## config.mk

```make
export PLATFORM = sky130hd
export DESIGN_NAME = oversampled_pad_frame_decoder_core
export DESIGN_NICKNAME = d
export VERILOG_FILES = /design/src/rtl/core/opfd_pkg.sv /design/src/rtl/core/opfd_front.sv /design/src/rtl/core/opfd_back.sv /design/src/rtl/core/opfd_resq.sv /design/src/rtl/core/oversampled_pad_frame_decoder_core.sv
export VERILOG_INCLUDE_DIRS = /design/src /design/src/rtl/core
export SDC_FILE = /design/constraint.sdc
export NUM_CORES = 1
export LEC_CHECK = 0
export ABC_AREA = 1
export BUFFER_PORTS_ARGS = -buffer_cell sky130_fd_sc_hd__buf_2
export CAP_MARGIN = 20
export CORE_MARGIN = 2
export CORE_UTILIZATION = 30
export CTS_CLUSTER_DIAMETER = 60
export CTS_CLUSTER_SIZE = 12
export DETAILED_ROUTE_END_ITERATION = 16
export PLACE_DENSITY = 0.53
export SYNTH_ARGS = -nofsm -noshare
export SYNTH_HDL_FRONTEND = slang
export SYNTH_SLANG_ARGS = --single-unit
```

## constraint.sdc

```tcl
create_clock -name clk_i -period 6.4 [get_ports clk_i]
set_input_delay 0.32 -clock clk_i [delete_from_list [all_inputs] [get_ports clk_i]]
set_output_delay 0.32 -clock clk_i [all_outputs]
set_load 0.05 [all_outputs]
```

## src/rtl/core/oversampled_pad_frame_decoder_core_macros.svh

```systemverilog
// Assertion helpers for the pad frame decoder.
`ifndef OVERSAMPLED_PAD_FRAME_DECODER_CORE_MACROS_SVH
`define OVERSAMPLED_PAD_FRAME_DECODER_CORE_MACROS_SVH

`ifndef SYNTHESIS
`define OPFD_ASSERT(label, clk, rst_n, prop) \
  label: assert property (@(posedge clk) disable iff (!rst_n) (prop)) \
    else $error("assertion failed");
`define OPFD_ASSERT_NEVER(label, clk, rst_n, prop) \
  label: assert property (@(posedge clk) disable iff (!rst_n) !(prop)) \
    else $error("forbidden condition seen");
`else
`define OPFD_ASSERT(label, clk, rst_n, prop)
`define OPFD_ASSERT_NEVER(label, clk, rst_n, prop)
`endif

`endif

```

## src/rtl/core/opfd_pkg.sv

```systemverilog
`timescale 1ns / 1ps

package opfd_pkg;

  typedef enum logic [1:0] {
    CfgEdgeSearchLimit = 2'd0,
    CfgRunLimit        = 2'd1,
    CfgLineSelect      = 2'd2
  } cfg_index_e;

  localparam logic [7:0] EdgeSearchLimitRst = 8'd32;
  localparam logic [3:0] RunLimitRst        = 4'd8;
  localparam logic [2:0] LineSelectRst      = 3'd0;

  localparam logic [6:0] LastBit = 7'd63;

  typedef struct packed {
    logic [7:0] edge_search_limit;
    logic [3:0] run_limit;
    logic [2:0] line_select;
  } cfg_t;

  typedef struct packed {
    logic level;
    logic start;
  } item_t;

  typedef struct packed {
    logic [15:0] buttons;
    logic [7:0]  stick_x;
    logic [7:0]  stick_y;
    logic [7:0]  cstick_x;
    logic [7:0]  cstick_y;
    logic [7:0]  left_trigger;
    logic [7:0]  right_trigger;
    logic        frame_failed;
  } result_t;

  function automatic logic [7:0] rev_byte(logic [7:0] b);
    logic [7:0] r;
    for (int i = 0; i < 8; i++) begin
      r[i] = b[7-i];
    end
    return r;
  endfunction

  // bits[i] holds received bit i
  function automatic result_t pack_frame(logic [63:0] bits);
    result_t r;
    r.buttons       = bits[15:0];
    r.stick_x       = rev_byte(bits[23:16]);
    r.stick_y       = rev_byte(bits[31:24]);
    r.cstick_x      = rev_byte(bits[39:32]);
    r.cstick_y      = rev_byte(bits[47:40]);
    r.left_trigger  = rev_byte(bits[55:48]);
    r.right_trigger = rev_byte(bits[63:56]);
    r.frame_failed  = 1'b0;
    return r;
  endfunction

endpackage

```

## src/rtl/core/opfd_front.sv

```systemverilog
`timescale 1ns / 1ps

// Picks the line level out of each sample and queues it for the decoder.
module opfd_front (
  input  logic               clk_i,
  input  logic               rst_ni,
  input  opfd_pkg::cfg_t     cfg_i,
  input  logic               push,
  output logic               full,
  input  logic [7:0]         sample_byte_i,
  input  logic               frame_start_i,
  output logic               item_valid_o,
  output opfd_pkg::item_t    item_o,
  input  logic               item_pop_i
);

  opfd_pkg::item_t mem_q [2];
  logic            wr_ptr_q, wr_ptr_d;
  logic            rd_ptr_q, rd_ptr_d;
  logic [1:0]      count_q, count_d;
  logic            do_push, do_pop;
  opfd_pkg::item_t new_item;

  assign full         = (count_q == 2'd2);
  assign item_valid_o = (count_q != 2'd0);
  assign item_o       = mem_q[rd_ptr_q];

  assign do_push = push && !full;
  assign do_pop  = item_pop_i && item_valid_o;

  always_comb begin
    new_item.level = sample_byte_i[cfg_i.line_select];
    new_item.start = frame_start_i;
    wr_ptr_d = do_push ? ~wr_ptr_q : wr_ptr_q;
    rd_ptr_d = do_pop ? ~rd_ptr_q : rd_ptr_q;
    count_d  = count_q + {1'b0, do_push} - {1'b0, do_pop};
  end

  always_ff @(posedge clk_i or negedge rst_ni) begin
    if (!rst_ni) begin
      wr_ptr_q <= 1'b0;
      rd_ptr_q <= 1'b0;
      count_q  <= 2'd0;
    end else begin
      wr_ptr_q <= wr_ptr_d;
      rd_ptr_q <= rd_ptr_d;
      count_q  <= count_d;
    end
  end

  always_ff @(posedge clk_i) begin
    if (do_push) begin
      mem_q[wr_ptr_q] <= new_item;
    end
  end

endmodule

```

## src/rtl/core/opfd_back.sv

```systemverilog
`timescale 1ns / 1ps

// Frame decoder: edge search, low/high run timing, bit assembly.
module opfd_back (
  input  logic               clk_i,
  input  logic               rst_ni,
  input  opfd_pkg::cfg_t     cfg_i,
  input  logic               item_valid_i,
  input  opfd_pkg::item_t    item_i,
  output logic               item_pop_o,
  input  logic               res_full_i,
  output logic               res_push_o,
  output opfd_pkg::result_t  res_o
);

  typedef enum logic [1:0] {
    PhIdle,
    PhSeek,
    PhLow,
    PhHigh
  } phase_e;

  phase_e      phase_q, phase_d, cur_phase;
  logic [7:0]  seek_q, seek_d, cur_seek;
  logic [4:0]  low_q, low_d, cur_low;
  logic [4:0]  high_q, high_d, cur_high;
  logic [6:0]  bit_cnt_q, bit_cnt_d, cur_bit_cnt;
  logic [63:0] bits_q, bits_d;
  logic [8:0]  seek_inc, seek_lim;
  logic [4:0]  run_cap;
  logic        take, new_bit;
  opfd_pkg::result_t fail_res;

  assign take       = item_valid_i && !res_full_i;
  assign item_pop_o = take;

  always_comb begin
    fail_res              = '0;
    fail_res.frame_failed = 1'b1;
    seek_lim = (cfg_i.edge_search_limit == 8'd0) ? 9'd256 : {1'b0, cfg_i.edge_search_limit};
    run_cap  = (cfg_i.run_limit == 4'd0) ? 5'd16 : {1'b0, cfg_i.run_limit};

    cur_phase   = phase_q;
    cur_seek    = seek_q;
    cur_low     = low_q;
    cur_high    = high_q;
    cur_bit_cnt = bit_cnt_q;
    if (item_i.start) begin
      cur_phase   = PhSeek;
      cur_seek    = 8'd0;
      cur_low     = 5'd0;
      cur_high    = 5'd0;
      cur_bit_cnt = 7'd0;
    end
    seek_inc = {1'b0, cur_seek} + 9'd1;
    new_bit  = (cur_high >= cur_low);

    phase_d    = phase_q;
    seek_d     = seek_q;
    low_d      = low_q;
    high_d     = high_q;
    bit_cnt_d  = bit_cnt_q;
    bits_d     = bits_q;
    res_push_o = 1'b0;
    res_o      = fail_res;

    if (take) begin
      phase_d   = cur_phase;
      seek_d    = cur_seek;
      low_d     = cur_low;
      high_d    = cur_high;
      bit_cnt_d = cur_bit_cnt;
      unique case (cur_phase)
        PhSeek: begin
          if (item_i.level) begin
            if (seek_inc >= seek_lim) begin
              phase_d    = PhIdle;
              res_push_o = 1'b1;
            end else begin
              seek_d = seek_inc[7:0];
            end
          end else begin
            low_d   = 5'd1;
            high_d  = 5'd0;
            phase_d = PhLow;
          end
        end
        PhLow: begin
          if (!item_i.level) begin
            low_d = cur_low + 5'd1;
            if (cur_low >= run_cap) begin
              phase_d    = PhIdle;
              res_push_o = 1'b1;
            end
          end else begin
            high_d  = 5'd1;
            phase_d = PhHigh;
          end
        end
        PhHigh: begin
          if (item_i.level) begin
            high_d = cur_high + 5'd1;
            if (cur_high >= run_cap) begin
              phase_d    = PhIdle;
              res_push_o = 1'b1;
            end
          end else begin
            // bits enter at the top; after 64 of them bit i sits at index i
            bits_d    = {new_bit, bits_q[63:1]};
            bit_cnt_d = cur_bit_cnt + 7'd1;
            low_d     = 5'd1;
            high_d    = 5'd0;
            phase_d   = PhLow;
            if (cur_bit_cnt == opfd_pkg::LastBit) begin
              phase_d    = PhIdle;
              res_push_o = 1'b1;
              res_o      = opfd_pkg::pack_frame(bits_d);
            end
          end
        end
        default: begin
          phase_d = cur_phase;
        end
      endcase
    end
  end

  always_ff @(posedge clk_i or negedge rst_ni) begin
    if (!rst_ni) begin
      phase_q   <= PhIdle;
      seek_q    <= 8'd0;
      low_q     <= 5'd0;
      high_q    <= 5'd0;
      bit_cnt_q <= 7'd0;
    end else begin
      phase_q   <= phase_d;
      seek_q    <= seek_d;
      low_q     <= low_d;
      high_q    <= high_d;
      bit_cnt_q <= bit_cnt_d;
    end
  end

  always_ff @(posedge clk_i) begin
    bits_q <= bits_d;
  end

endmodule

```

## src/rtl/core/opfd_resq.sv

```systemverilog
`timescale 1ns / 1ps

// Two-entry result queue toward the consumer.
module opfd_resq (
  input  logic               clk_i,
  input  logic               rst_ni,
  input  logic               res_push_i,
  input  opfd_pkg::result_t  res_i,
  output logic               res_full_o,
  input  logic               pop,
  output logic               empty,
  output opfd_pkg::result_t  res_o
);

  opfd_pkg::result_t mem_q [2];
  logic              wr_ptr_q, wr_ptr_d;
  logic              rd_ptr_q, rd_ptr_d;
  logic [1:0]        count_q, count_d;
  logic              do_push, do_pop;

  assign res_full_o = (count_q == 2'd2);
  assign empty      = (count_q == 2'd0);
  assign res_o      = mem_q[rd_ptr_q];

  assign do_push = res_push_i && !res_full_o;
  assign do_pop  = pop && !empty;

  always_comb begin
    wr_ptr_d = do_push ? ~wr_ptr_q : wr_ptr_q;
    rd_ptr_d = do_pop ? ~rd_ptr_q : rd_ptr_q;
    count_d  = count_q + {1'b0, do_push} - {1'b0, do_pop};
  end

  always_ff @(posedge clk_i or negedge rst_ni) begin
    if (!rst_ni) begin
      wr_ptr_q <= 1'b0;
      rd_ptr_q <= 1'b0;
      count_q  <= 2'd0;
    end else begin
      wr_ptr_q <= wr_ptr_d;
      rd_ptr_q <= rd_ptr_d;
      count_q  <= count_d;
    end
  end

  always_ff @(posedge clk_i) begin
    if (do_push) begin
      mem_q[wr_ptr_q] <= res_i;
    end
  end

endmodule

```

## src/rtl/core/oversampled_pad_frame_decoder_core.sv

```systemverilog
`timescale 1ns / 1ps

// Oversampled pad frame decoder.
// Input side is a queue: drive sample_byte_i/frame_start_i and raise push;
// a transaction happens on a clock edge with push high and full low.
// frame_start_i restarts the decoder on that same sample. One result per
// frame comes out of the result queue: while empty is low the ports show the
// oldest result, taken on an edge with pop high. Failed frames give
// frame_failed_o = 1 with zero data.
// Throughput: one sample per clock while the result queue has room; the decoder
// updates counters and a shift register once per sample. A result reaches the
// result ports through the input queue, which takes the sample that ended the
// frame, and then the result queue, which the decoder writes when it takes that
// sample. Configuration writes (cfg_valid_i/cfg_ready_o, always ready) must be
// made only while no transaction is in flight; the block does not enforce this.
// Reset empties both queues, idles the decoder and loads the register defaults.
// If the consumer stalls, the result queue and then the input queue fill, and
// full holds off further samples.
`include "oversampled_pad_frame_decoder_core_macros.svh"

module oversampled_pad_frame_decoder_core (
  input  logic        clk_i,
  input  logic        rst_ni,
  input  logic        push,
  output logic        full,
  input  logic [7:0]  sample_byte_i,
  input  logic        frame_start_i,
  output logic        empty,
  input  logic        pop,
  output logic [15:0] buttons_o,
  output logic [7:0]  stick_x_o,
  output logic [7:0]  stick_y_o,
  output logic [7:0]  cstick_x_o,
  output logic [7:0]  cstick_y_o,
  output logic [7:0]  left_trigger_o,
  output logic [7:0]  right_trigger_o,
  output logic        frame_failed_o,
  input  logic        cfg_valid_i,
  output logic        cfg_ready_o,
  input  logic [1:0]  cfg_index_i,
  input  logic [7:0]  cfg_data_i
);

  opfd_pkg::cfg_t    cfg_q, cfg_d;
  logic              item_valid, item_pop;
  opfd_pkg::item_t   item;
  logic              res_push, res_full;
  opfd_pkg::result_t res_in, res_out;

  assign cfg_ready_o = 1'b1;

  always_comb begin
    cfg_d = cfg_q;
    if (cfg_valid_i && cfg_ready_o) begin
      unique case (cfg_index_i)
        opfd_pkg::CfgEdgeSearchLimit: cfg_d.edge_search_limit = cfg_data_i;
        opfd_pkg::CfgRunLimit:        cfg_d.run_limit         = cfg_data_i[3:0];
        opfd_pkg::CfgLineSelect:      cfg_d.line_select       = cfg_data_i[2:0];
        default:                      cfg_d = cfg_q;
      endcase
    end
  end

  always_ff @(posedge clk_i or negedge rst_ni) begin
    if (!rst_ni) begin
      cfg_q.edge_search_limit <= opfd_pkg::EdgeSearchLimitRst;
      cfg_q.run_limit         <= opfd_pkg::RunLimitRst;
      cfg_q.line_select       <= opfd_pkg::LineSelectRst;
    end else begin
      cfg_q <= cfg_d;
    end
  end

  opfd_front u_front (
    .clk_i         (clk_i),
    .rst_ni        (rst_ni),
    .cfg_i         (cfg_q),
    .push          (push),
    .full          (full),
    .sample_byte_i (sample_byte_i),
    .frame_start_i (frame_start_i),
    .item_valid_o  (item_valid),
    .item_o        (item),
    .item_pop_i    (item_pop)
  );

  opfd_back u_back (
    .clk_i        (clk_i),
    .rst_ni       (rst_ni),
    .cfg_i        (cfg_q),
    .item_valid_i (item_valid),
    .item_i       (item),
    .item_pop_o   (item_pop),
    .res_full_i   (res_full),
    .res_push_o   (res_push),
    .res_o        (res_in)
  );

  opfd_resq u_resq (
    .clk_i      (clk_i),
    .rst_ni     (rst_ni),
    .res_push_i (res_push),
    .res_i      (res_in),
    .res_full_o (res_full),
    .pop        (pop),
    .empty      (empty),
    .res_o      (res_out)
  );

  assign buttons_o       = res_out.buttons;
  assign stick_x_o       = res_out.stick_x;
  assign stick_y_o       = res_out.stick_y;
  assign cstick_x_o      = res_out.cstick_x;
  assign cstick_y_o      = res_out.cstick_y;
  assign left_trigger_o  = res_out.left_trigger;
  assign right_trigger_o = res_out.right_trigger;
  assign frame_failed_o  = res_out.frame_failed;

  `OPFD_ASSERT(a_fail_zero, clk_i, rst_ni, (!empty && frame_failed_o) |-> (res_out[64:1] == '0))
  `OPFD_ASSERT_NEVER(a_no_push_when_full, clk_i, rst_ni, res_push && res_full)
  `OPFD_ASSERT_NEVER(a_no_pop_when_idle, clk_i, rst_ni, item_pop && !item_valid)

endmodule

```

# After elaboration in Yosys (flattened, before gate mapping)
# Memories as Yosys holds them, arrays and structs flattened.
# Index checks and enable logic that the tools add are counted.
# totals
ff_bits,114
ramBits,134
out_inout_bits,68
n_memories,2
# classes
n_addsub,8
order_cmp,5
eq_ne,8
mux,46
bitwise_logic,5
reduce_logical,18
# memory_table
name,depth,word_bits,rd,rd_clocked_by_memory_dff,write_ports,line,rtl
u_resq.mem_q,2,65,1,0,1,opfd_resq.sv:15,opfd_pkg::result_t mem_q [2];
u_front.mem_q,2,2,1,0,1,opfd_front.sv:17,opfd_pkg::item_t mem_q [2];
# ops
cell,count
65-bit 2-to-1 mux,4
5-bit 2-to-1 mux,8
8-bit 2-to-1 mux,4
7-bit 2-to-1 mux,3
2-bit 2-to-1 mux,8
5-bit greater-or-equal comparator,3
5-bit case mux with 3 select lines,1
1-bit 2-to-1 mux,13
"5-bit by 1-bit adder with 5-bit output, second input constant",2
"2-bit == test, second input constant",5
5-bit case mux with 2 select lines,1
"8-bit by 1-bit adder with 9-bit output, second input constant",1
9-bit greater-or-equal comparator,1
9-bit 2-to-1 mux,1
8-bit logical NOT,1
"7-bit by 1-bit adder with 7-bit output, second input constant",1
"7-bit by 6-bit == test with 1-bit output, second input constant",1
2-bit case mux with 3 select lines,1
2-bit AND reduction,3
1-bit logical AND,5
1-bit inverter,5
2-bit by 1-bit adder with 2-bit output,2
"2-bit by 1-bit == test with 1-bit output, second input constant",2
2-bit logical NOT,2
9 further kinds,12

# Depth between registers and ports, before layout
# Gate-level depths: netlist of the first run.
# An unclocked memory read counts as a cell.
# logic_depth
word_depth,11
ltp_mapped,23
depth_no_buf,23

# Hierarchy
# From an unflattened synthesis of the first run, not the netlist that was laid out.
# hier_totals
hier_cells,1087
area_unflattened_um2,11131.9
# by_module_without_submodules
module,n_inst,cells_each,area_each_um2,seq_area_each_um2
opfd_back,1,584,5043.6,2567.5
opfd_resq,1,373,4952.2,4003.8
oversampled_pad_frame_decoder_core,1,71,654.4,377.9
opfd_front,1,59,481.7,220.2

# Worst setup path after synthesis of the first run
# OpenSTA, ideal clock, no wires.
# synth_timing
kind,reg-to-reg
from,register u_front.rd_ptr_q
to,memory u_resq.mem_q[1][0] (netlist bit) (enable)
arrival_ps,4893
required_ps,5911
slack_ps,1019
stages_incl_launch_ff,17
path_buffers,1
period_less_slack_ps,5381
path_cell_list,dfrtp_1 o21ai_2 buf_6 nand2_4 nor2_2 nand4_1 nand2_1 inv_1 ha_1 nand2_1 nor2_1 nand3_1 nand2_1 o21ai_0 nand2_1 nand2_2 nor2_1
# synth_via
elab_chain_cells,11
word_cells_on_any_way,26
# synth_lines
item,line,rtl
"start, declared",opfd_front.sv:19,"logic rd_ptr_q, rd_ptr_d;"
"start signal, assigned",opfd_front.sv:46,rd_ptr_q <= rd_ptr_d;
memory 2 x 2 bit (*),--,
8-bit 2-to-1 mux,opfd_back.sv:48,if (item_i.start) begin
8-bit by 1-bit adder with 9-bit output,opfd_back.sv:55,"seek_inc = {1'b0, cur_seek} + 9'd1;"
9-bit greater-or-equal comparator,opfd_back.sv:76,if (seek_inc >= seek_lim) begin
1-bit 2-to-1 mux,opfd_back.sv:76,
1-bit 2-to-1 mux,opfd_back.sv:75,if (item_i.level) begin
1-bit case mux with 3 select lines (*),opfd_back.sv:73,unique case (cur_phase)
1-bit 2-to-1 mux (*),opfd_back.sv:67,if (take) begin
1-bit logical AND (*),opfd_resq.sv:25,assign do_push = res_push_i && !res_full_o;
1-bit 2-to-1 mux (*),opfd_resq.sv:47,if (do_push) begin
1-bit 2-to-1 mux (not written as such) (*),opfd_resq.sv:48,mem_q[wr_ptr_q] <= res_i;
"end, declared",opfd_resq.sv:15,
# Every way passes the cells marked *; elsewhere a longest branch is shown, timed or not.

# Worst setup path in the final report of the first run
# layout_timing
from,register u_front.rd_ptr_q
to,memory u_resq.mem_q[1][35] (netlist bit) (enable)
# Same word-level chain as after synthesis.

==> run summary, run 1 <==
FMAX = 223 MHz
CTS tree = yes
RR Startpoint = u_front.rd_ptr_q
Seq/Total Area, Yosys = 62.7%
GRT Total Usage = 11.5%
Vias per cell = 4.22
Run status = finished, final reports clean
Grt total ovfl = 0
RePlAce Congestion = 0.832
Number of max-cap violations = 0
DP HPWL = 14000 um
First-pass GRT wire length = 36500 um
Yosys warning count = 0
Die Width = 199 um
Gate count of the mapped netlist = 1068
Die span in y = 199 um
Synthesis-to-finish area growth = 15.7%
Post-synth EDFFs = 197
#FFs+latches synth = 247
Drt wl/cell = 13.1 um
Core area = 37600 um^2
CTS root buf = clkbuf_16
CTS HTree Levels = 1
Largest net degree at the start of global routing = 67
Yosys top cell area share = 51.8%
Worst-Skew Late Latency = 540 ps
Worst R2R Path Depth = 17
Reg2reg end = u_resq.mem_q[1][35]
Critical path class = flip-flop to flip-flop
Vias in the first global route = 7185
Arrival @ worst endpoint = 4700 ps
HP Class = input port to flip-flop
Hold Path Depth = 3
# setup viols final = 0
Slew HR = 37.5%
Netlist Area Pre-Place = 11400 um^2
Share of cells above drive strength 1 = 18.5%
DR vias = 7153
Clock Tree Buf Depth = 3
Setup crit end kind = flip-flop
Nets = 1222
WHS Endpoint = cfg_q[14]
Worst reg2reg setup slack = 1910 ps
Final worst path period need = 4490 ps
Clock transition at the registers of the reported paths = 60 ps
Area contributors post-synth = edfxtp_1 (52%), dfrtp_1 (11%), nand2_1 (10%)
CP max FO = 29
Most used DFF post-synth = edfxtp_1
Worst-Margin Slew = 935 ps
Max Clock Skew = 10.3 ps
Commonest cells after routing, fill and taps aside = nand2_1 (312), edfxtp_1 (197), inv_1 (155)
Period utilization = 70.2%
Maximum VDD drop = 0.000182 V
Crit start category = flip-flop
Post-Syn Area per Cell = 10.7 um^2
ANT cells = 0
LEAKAGE = 0.00573 uW
IO Port Bufs = 90
DRT iter0 DRCs = 360
Starting Density = 30.4%
Util after Layout = 35.2%
Initial antenna violation count = 0
Syn Nets = 1124
Unrepaired setup endpoints after global routing = no
HP Start = cfg_data_i[7]
Commonest non-fill, non-tap cell in the layout = nand2_1
Asr flop ratio synth = 20.2%
Ports = 92
Die area = 39700 um^2
Antenna-violating nets left = 0
Count of cells resized by post-cts repair = 0
Sink Count = 247
Final Max Tran Viols = 0
Final TNS setup = 0 ps
Pre-antenna DRT Iters = 5
Num rows = 71
Num CTS Buffers = 26
WL final = 22200 um
Post-synth top area cell = edfxtp_1
Layout fillers = 3751
CP required = 6610 ps
Unique masters post-synth = 44
Final Hold Fails = 0
Residual DRC count = 0
PD cells = 460 nW/um^2
cells by family (layout without fill, tap and decap cells):
group / Yosys count / in the layout / share of synthesized area [%]
AO/OA/AOI/OAI: 70 / 70 / 3.46
XOR/XNOR: 13 / 13 / 0.996
adder cells (fa/ha/maj): 32 / 32 / 3.50
buffers and inverters: 193 / 311 / 7.35
flip-flops: 247 / 247 / 62.7
multiplexers: 1 / 1 / 0.0985
other: 1 / 1 / 0.0328
AND/OR/NAND/NOR: 511 / 511 / 21.8
synth_stat cells (4+ instances only):
cell	instances
nand2_1	312
edfxtp_1	197
inv_1	157
nor2_1	71
nor2_4	52
dfrtp_1	48
nand3_1	33
ha_1	32
o21ai_0	27
a21oi_1	26
clkbuf_1	14
nand4_1	13
nand2_2	8
nor2_2	8
xor2_1	8
buf_1	5
buf_12	5
xnor2_1	5
inv_2	4
flip-flops by register name, indices dropped and copies added (netlist names):
name              flops
u_front.mem_q         4
cfg_q                15
u_back.seek_q         8
u_back.bit_cnt_q      7
u_back.bits_q        63
u_resq.count_q        2
u_front.rd_ptr_q      1
u_front.count_q       2
u_resq.rd_ptr_q       1
u_resq.wr_ptr_q       1
u_back.low_q          5
u_resq.mem_q        130
u_front.wr_ptr_q      1
u_back.phase_q        2
u_back.high_q         5
area by class of cell:
cell class | instances | area, um^2 | area share [%]
timing repair buffer | 101 | 541 | 4.09
tap | 511 | 639 | 4.84
clock inverter | 6 | 100 | 0.757
inverter | 162 | 609 | 4.61
clock buffer | 42 | 721 | 5.45
multi-input combinational | 628 | 3440 | 26.0
sequential | 247 | 7170 | 54.2
critical path, cell delays in order (launching register included):
cell and delay, ps:
dfrtp_1 450, o21ai_2 680, nand2_1 220, nor3_1 390, or2_1 170, inv_1 40
ha_1 290, nand2_1 50, nand2_1 50, nand2_1 40, nand2_1 50, nand2_1 60
nand2_1 100, o21ai_0 120, nand2_1 150, nand2_2 90, nor2_4 740, buf_4 430
worst max-delay path by stage:
| stage | startpoint | cells past startpoint | slack (ps) | to |
|---|---|---|---|---|
| floorplan | u_front.rd_ptr_q | 16 | 1020 | u_resq.mem_q[1][0] |
| global placement | u_front.rd_ptr_q | 17 | 1980 | u_resq.mem_q[1][27] |
| detailed placement | u_front.rd_ptr_q | 17 | 1870 | u_resq.mem_q[1][29] |
| CTS | u_front.rd_ptr_q | 17 | 1860 | u_resq.mem_q[1][29] |
| global route | u_front.rd_ptr_q | 17 | 1450 | u_resq.mem_q[1][32] |
| finish | u_front.rd_ptr_q | 17 | 1910 | u_resq.mem_q[1][35] |
layer usage:
metal  vias to the layer above  GRT usage (%)  part of all wire, %
met4                         0           2.74                  1.9
met5                         -              0                    0
met1                      3343           15.0                   47
met3                        33           2.28                  4.6
li1                       3642              -                    -
met2                       135           19.6                   47
stage by stage:
stage                     instances  area [um^2]  hold WS (ps)  setup slack (ps)  power, uW
after floorplan                1068        11400          24.4              1020       4030
after global placement         1646        12400           432              1980       4660
after detailed placement       1646        12400           432              1870       4680
after CTS                      1697        13200          11.6              1860       6160
after global routing           1697        13200          25.3              1450       6490
final                          1697        13200          33.3              1910       6080
power by group:
part	switching (uW)	leakage, uW	total [uW]	internal (uW)
Combinational	1960	0.00297	2540	584
Clock	618	0.000393	1470	856
Sequential	103	0.00237	2060	1960
what timing repair did:
item	CTS	global route
endpoints found under the hold margin	51	0
buffers inserted	0	0
hold buffers	3	0
No activity file was read; power rests on OpenSTA's default activity.
==> run 2, diff against run 1 <==
==> constraint.sdc (replaced) <==
create_clock -name clk_i -period 4.2 [get_ports clk_i]
set_input_delay 0.21 -clock clk_i [delete_from_list [all_inputs] [get_ports clk_i]]
set_output_delay 0.21 -clock clk_i [all_outputs]
set_load 0.05 [all_outputs]
==> run summary, run 2 (synthesis results as in run 1) <==
GRT Total Usage = 11.4%
Synthesis-to-finish area growth = 17.1%
Arrival @ worst endpoint = 3750 ps
NetSw = 4100 uW
RePlAce Congestion = 0.828
Seq pwr share = 33.8%
Clock transition at the registers of the reported paths = 60 ps
Reg2reg end = u_resq.mem_q[0][33]
Drt wl/cell = 13.0 um
Clock Tree Buf Depth = 3
RR Startpoint = u_front.rd_ptr_q
IO Port Bufs = 90
Worst Setup SP = u_front.rd_ptr_q
Run status = finished, final reports clean
Setup crit end kind = flip-flop
Max reg flops = 130
M3 GR Usage = 1.96%
Final Hold Fails = 0
Switching portion of total power = 44.1%
DRT iter0 DRCs = 406
DR vias = 7278
Regs by FF count = u_resq.mem_q x130, u_back.bits_q x63, cfg_q x15
Num CTS Buffers = 27
Pre-antenna DRT Iters = 5
GRT busiest layer = met2
Met1 Usage GRT = 15.3%
Worst-path cell chain = o21ai_2 -> nand2_1 -> nor3_1 -> or2_1 -> inv_1 -> ha_1 -> nand2_1 -> nand2_1 -> nand2_1 -> nand2_1 -> nand2_1 -> nand2_1 -> o21ai_0 -> nand2_1 -> nand3_1 -> inv_2 -> buf_12
Antenna-violating nets left = 0
FMAX = 283 MHz
Die area = 39700 um^2
Slowest stage delay, CP = 440 ps
CP max FO = 49
Final worst path period need = 3530 ps
Max Clock Skew = 22.6 ps
Worst R2R Path Depth = 17
Combinational share of power = 42.1%
Sink Count = 247
Final Max Tran Viols = 0
CTS root buf = clkbuf_16
Final TNS setup = 0 ps
Period utilization = 84.1%
Worst path slowest cell = dfrtp_1
Unrepaired setup endpoints after global routing = no
PD cells = 694 nW/um^2
Number of max-cap violations = 0
Clock network power share = 24.1%
Vias per cell = 4.25
Crit start category = flip-flop
Grt total ovfl = 0
Commonest non-fill, non-tap cell in the layout = nand2_1
Die Width = 199 um
DP HPWL = 14200 um
Post-CTS setup buffer count = 0
Maximum VDD drop = 0.000316 V
Commonest cells after routing, fill and taps aside = nand2_1 (312), edfxtp_1 (197), inv_1 (155)
Residual DRC count = 0
Num rows = 71
Critical path class = flip-flop to flip-flop
ANT cells = 0
Most used cell, CP = nand2_1
Die span in y = 199 um
Util after Layout = 35.6%
Starting Density = 30.4%
Largest net degree at the start of global routing = 66
Nets = 1236
GR Util met2 = 18.8%
CP required = 4420 ps
Largest reg by FF count = u_resq.mem_q
Ports = 92
Count of cells resized by post-cts repair = 0
P_int = 5190 uW
Share of cells above drive strength 1 = 18.9%
Initial antenna violation count = 0
Vias in the first global route = 7095
Worst-Margin Slew = 957 ps
Core area = 37600 um^2
First-pass GRT wire length = 36300 um
# setup viols final = 0
Worst reg2reg setup slack = 670 ps
Worst-Skew Late Latency = 550 ps
Crit path to = u_resq.mem_q[0][33]
LEAKAGE = 0.00580 uW
CTS HTree Levels = 1
Slew HR = 36.1%
CTS tree = yes
WL final = 22200 um
HP Class = input port to flip-flop
## run 2: through the flow
stage               hold slack (ps)  instances  worst slack, ps  total power [uW]  cell area (um^2)
floorplan                     -85.6       1068              313              6150             11400
global placement                393       1651              827              7100             12400
detailed placement              381       1651              709              7140             12400
CTS                            54.8       1712              683              9430             13400
global route                   97.3       1712              371              9910             13400
finish                         83.2       1712              667              9290             13400
## run 2: repair_timing
item,4_1_cts,5_1_grt
hold buffers,11,0
endpoints found under the hold margin,63,0
setup endpoints to repair,0,0
## run 2: layer usage
| metal | vias up | wire length (um) |
|---|---|---|
| li1 | 3670 | - |
| met1 | 3437 | 10700 |
| met2 | 139 | 10100 |
| met3 | 32 | 936 |
| met4 | 0 | 510 |
| met5 | - | 0 |
## run 2: layout make-up
type                       count  area, um^2
clock inverter                 8        98.8
timing repair buffer         114         696
multi-input combinational    628        3440
fill                        3717       24200
clock buffer                  42         732
tap                          511         639
inverter                     162         609
sequential                   247        7170
## run 2: worst max-delay path, delay by kind of cell, from the launching register on
family                     cells  cell delay, ps
buffers and inverters          3             490
adders and majority gates      1             280
AOI/OAI and AO/OA              2             510
and+or+nand+nor               11            1390
DFF                            1             440
## run 2: power groups by stage
stage	logic (uW)	registers (uW)	clock network (uW)
CTS	3960	3150	2320
global placement	3910	3190	0
floorplan	2990	3160	0
global route	4330	3180	2410
detailed placement	3950	3190	0
finish	3910	3140	2240
## run 2: how the worst min path moves through the flow
stage / from / end / slack [ps] / depth (start not counted)
6_report: cfg_valid_i / cfg_q[2] / 80 / 3
5_1_grt: cfg_valid_i / cfg_q[2] / 100 / 3
4_1_cts: cfg_valid_i / cfg_q[2] / 50 / 3
3_5_place_dp: rst_ni / cfg_q[0] / 380 / 2
3_3_place_gp: rst_ni / cfg_q[2] / 390 / 2
2_1_floorplan: rst_ni / cfg_q[0] / -90 / 0
==> run 3, diff against run 2 <==
==> constraint.sdc (replaced) <==
create_clock -name clk_i -period 3.6 [get_ports clk_i]
set_input_delay 0.18 -clock clk_i [delete_from_list [all_inputs] [get_ports clk_i]]
set_output_delay 0.18 -clock clk_i [all_outputs]
set_load 0.05 [all_outputs]
==> run summary, run 3 (synthesis results as in run 1) <==
Num rows = 71
Number of max-cap violations = 0
GRT Total Usage = 11.7%
Max reg flops = 130
RR Startpoint = u_front.rd_ptr_q
Commonest cells after routing, fill and taps aside = nand2_1 (312), edfxtp_1 (197), inv_1 (155)
Final Max Tran Viols = 0
Largest net degree at the start of global routing = 66
First-pass GRT wire length = 37200 um
Die Width = 199 um
Worst-path cell chain = nand2_2 -> nand3_2 -> nor2_2 -> nand2_1 -> inv_2 -> nand4_1 -> nand2_1 -> inv_1 -> ha_1 -> nand2_1 -> nor2_1 -> nand3_1 -> nand2_1 -> o21ai_0 -> nand2_1 -> nand2_2 -> nor2_4 -> buf_12
Placed cell count = 1652
Worst-Margin Slew = 872 ps
Critical path class = flip-flop to flip-flop
DP HPWL = 14400 um
CP top delay family = simple AND/OR/NAND/NOR gates
Maximum VDD drop = 0.000351 V
Vias per cell = 4.25
HP Start = cfg_index_i[1]
Final Hold Fails = 0
CTS root buf = clkbuf_16
CTS tree = yes
Slowest stage delay, CP = 450 ps
FMAX = 299 MHz
LEAKAGE = 0.00582 uW
Max Clock Skew = 28.3 ps
Sink Count = 247
Antenna-violating nets left = 0
Worst R2R Path Depth = 18
# setup viols final = 0
Period utilization = 92.8%
Starting Density = 30.4%
ANT cells = 0
Final Non-Filler Cells = 1715
CP required = 3850 ps
Crit start category = flip-flop
RePlAce Congestion = 0.855
Grt total ovfl = 0
PD cells = 812 nW/um^2
Hold WS = 59.1 ps
WHS Endpoint = cfg_q[0]
IO Port Bufs = 90
Clock Tree Buf Depth = 3
Synthesis-to-finish area growth = 17.8%
HP Class = input port to flip-flop
Die area = 39700 um^2
Regs by FF count = u_resq.mem_q x130, u_back.bits_q x63, cfg_q x15
DR vias = 7296
Slew HR = 41.9%
Core area = 37600 um^2
Share of cells above drive strength 1 = 19.4%
Drt wl/cell = 13.1 um
Unrepaired setup endpoints after global routing = no
Residual DRC count = 0
Arrival @ worst endpoint = 3580 ps
CP max FO = 36
Worst path slowest cell = dfrtp_2
CP bufs+invs = 3
Layout fillers = 3815
Ports = 92
Final worst path period need = 3340 ps
Clock transition at the registers of the reported paths = 60 ps
Initial antenna violation count = 0
WL final = 22500 um
Largest reg by FF count = u_resq.mem_q
CTS HTree Levels = 1
Nets = 1238
Hold Path Depth = 3
Reg2reg end = u_resq.mem_q[1][28]
Commonest non-fill, non-tap cell in the layout = nand2_1
Setup crit end kind = flip-flop
Die span in y = 199 um
Worst reg2reg setup slack = 260 ps
Worst-Skew Late Latency = 560 ps
DRT iter0 DRCs = 341
Most used cell, CP = nand2_1
Vias in the first global route = 7296
Pre-antenna DRT Iters = 5
Num CTS Buffers = 28
Run status = finished, final reports clean
Final TNS setup = 0 ps
## run 3: per-layer routing
metal | global-route usage, % | wire length, um | vias up | share of wire, %
met5 | 0 | 0 | - | 0
met4 | 2.96 | 505 | 0 | 2.2
met3 | 1.77 | 999 | 41 | 4.4
met2 | 20.4 | 10500 | 157 | 46
met1 | 15.1 | 10600 | 3424 | 47
li1 | - | - | 3674 | -
## run 3: where the power goes
group          total, uW  internal, uW  switching, uW
sequential          3680          3490            191
clock               2660          1500           1160
combinational       4600          1100           3500
total              10900          6080           4850
## run 3: worst min-delay path, cell delays in order
cell and delay [ps]:
buf_2 100, nand3_1 170, o21ai_0 90
## run 3: what timing repair did
item	in CTS	in global routing
setup endpoints to repair	0	113
buffers inserted	0	0
hold endpoints to repair	48	0
resized for setup	0	5
hold buffers	11	0
## run 3: worst max path at each step
| stage | from | endpoint | slack, ps | cells after the start |
|---|---|---|---|---|
| global placement | u_front.mem_q[0][0] | u_resq.mem_q[0][48] | 330 | 17 |
| floorplan | u_front.mem_q[0][0] | u_resq.mem_q[0][0] | 6 | 16 |
| detailed placement | u_front.mem_q[0][0] | u_resq.count_q[1] | 210 | 19 |
| finish | u_front.rd_ptr_q | u_resq.mem_q[1][28] | 260 | 18 |
| global route | u_front.rd_ptr_q | u_resq.count_q[1] | 10 | 20 |
| CTS | u_front.mem_q[0][0] | u_resq.count_q[1] | 220 | 19 |
## run 3: area by class of cell
| type | instances | area [um^2] | share of cell area [%] |
|---|---|---|---|
| Clock buffer | 44 | 771 | 5.72 |
| Clock inverter | 8 | 90.1 | 0.669 |
| Inverter | 162 | 613 | 4.55 |
| Multi-Input combinational cell | 628 | 3460 | 25.7 |
| Sequential cell | 247 | 7170 | 53.3 |
| Tap cell | 511 | 639 | 4.75 |
| Timing Repair Buffer | 115 | 719 | 5.34 |
## run 3: metrics by stage
| stage | worst slack [ps] | power (uW) | utilization, % | instance area [um^2] |
|---|---|---|---|---|
| final | 260 | 10900 | 35.8 | 13500 |
| after floorplan | 5.93 | 7180 | - | 11400 |
| after CTS | 215 | 11100 | 35.8 | 13400 |
| after global routing | 11.0 | 11700 | 35.8 | 13500 |
| after detailed placement | 213 | 8380 | 33.2 | 12500 |
| after global placement | 333 | 8330 | 33.2 | 12500 |
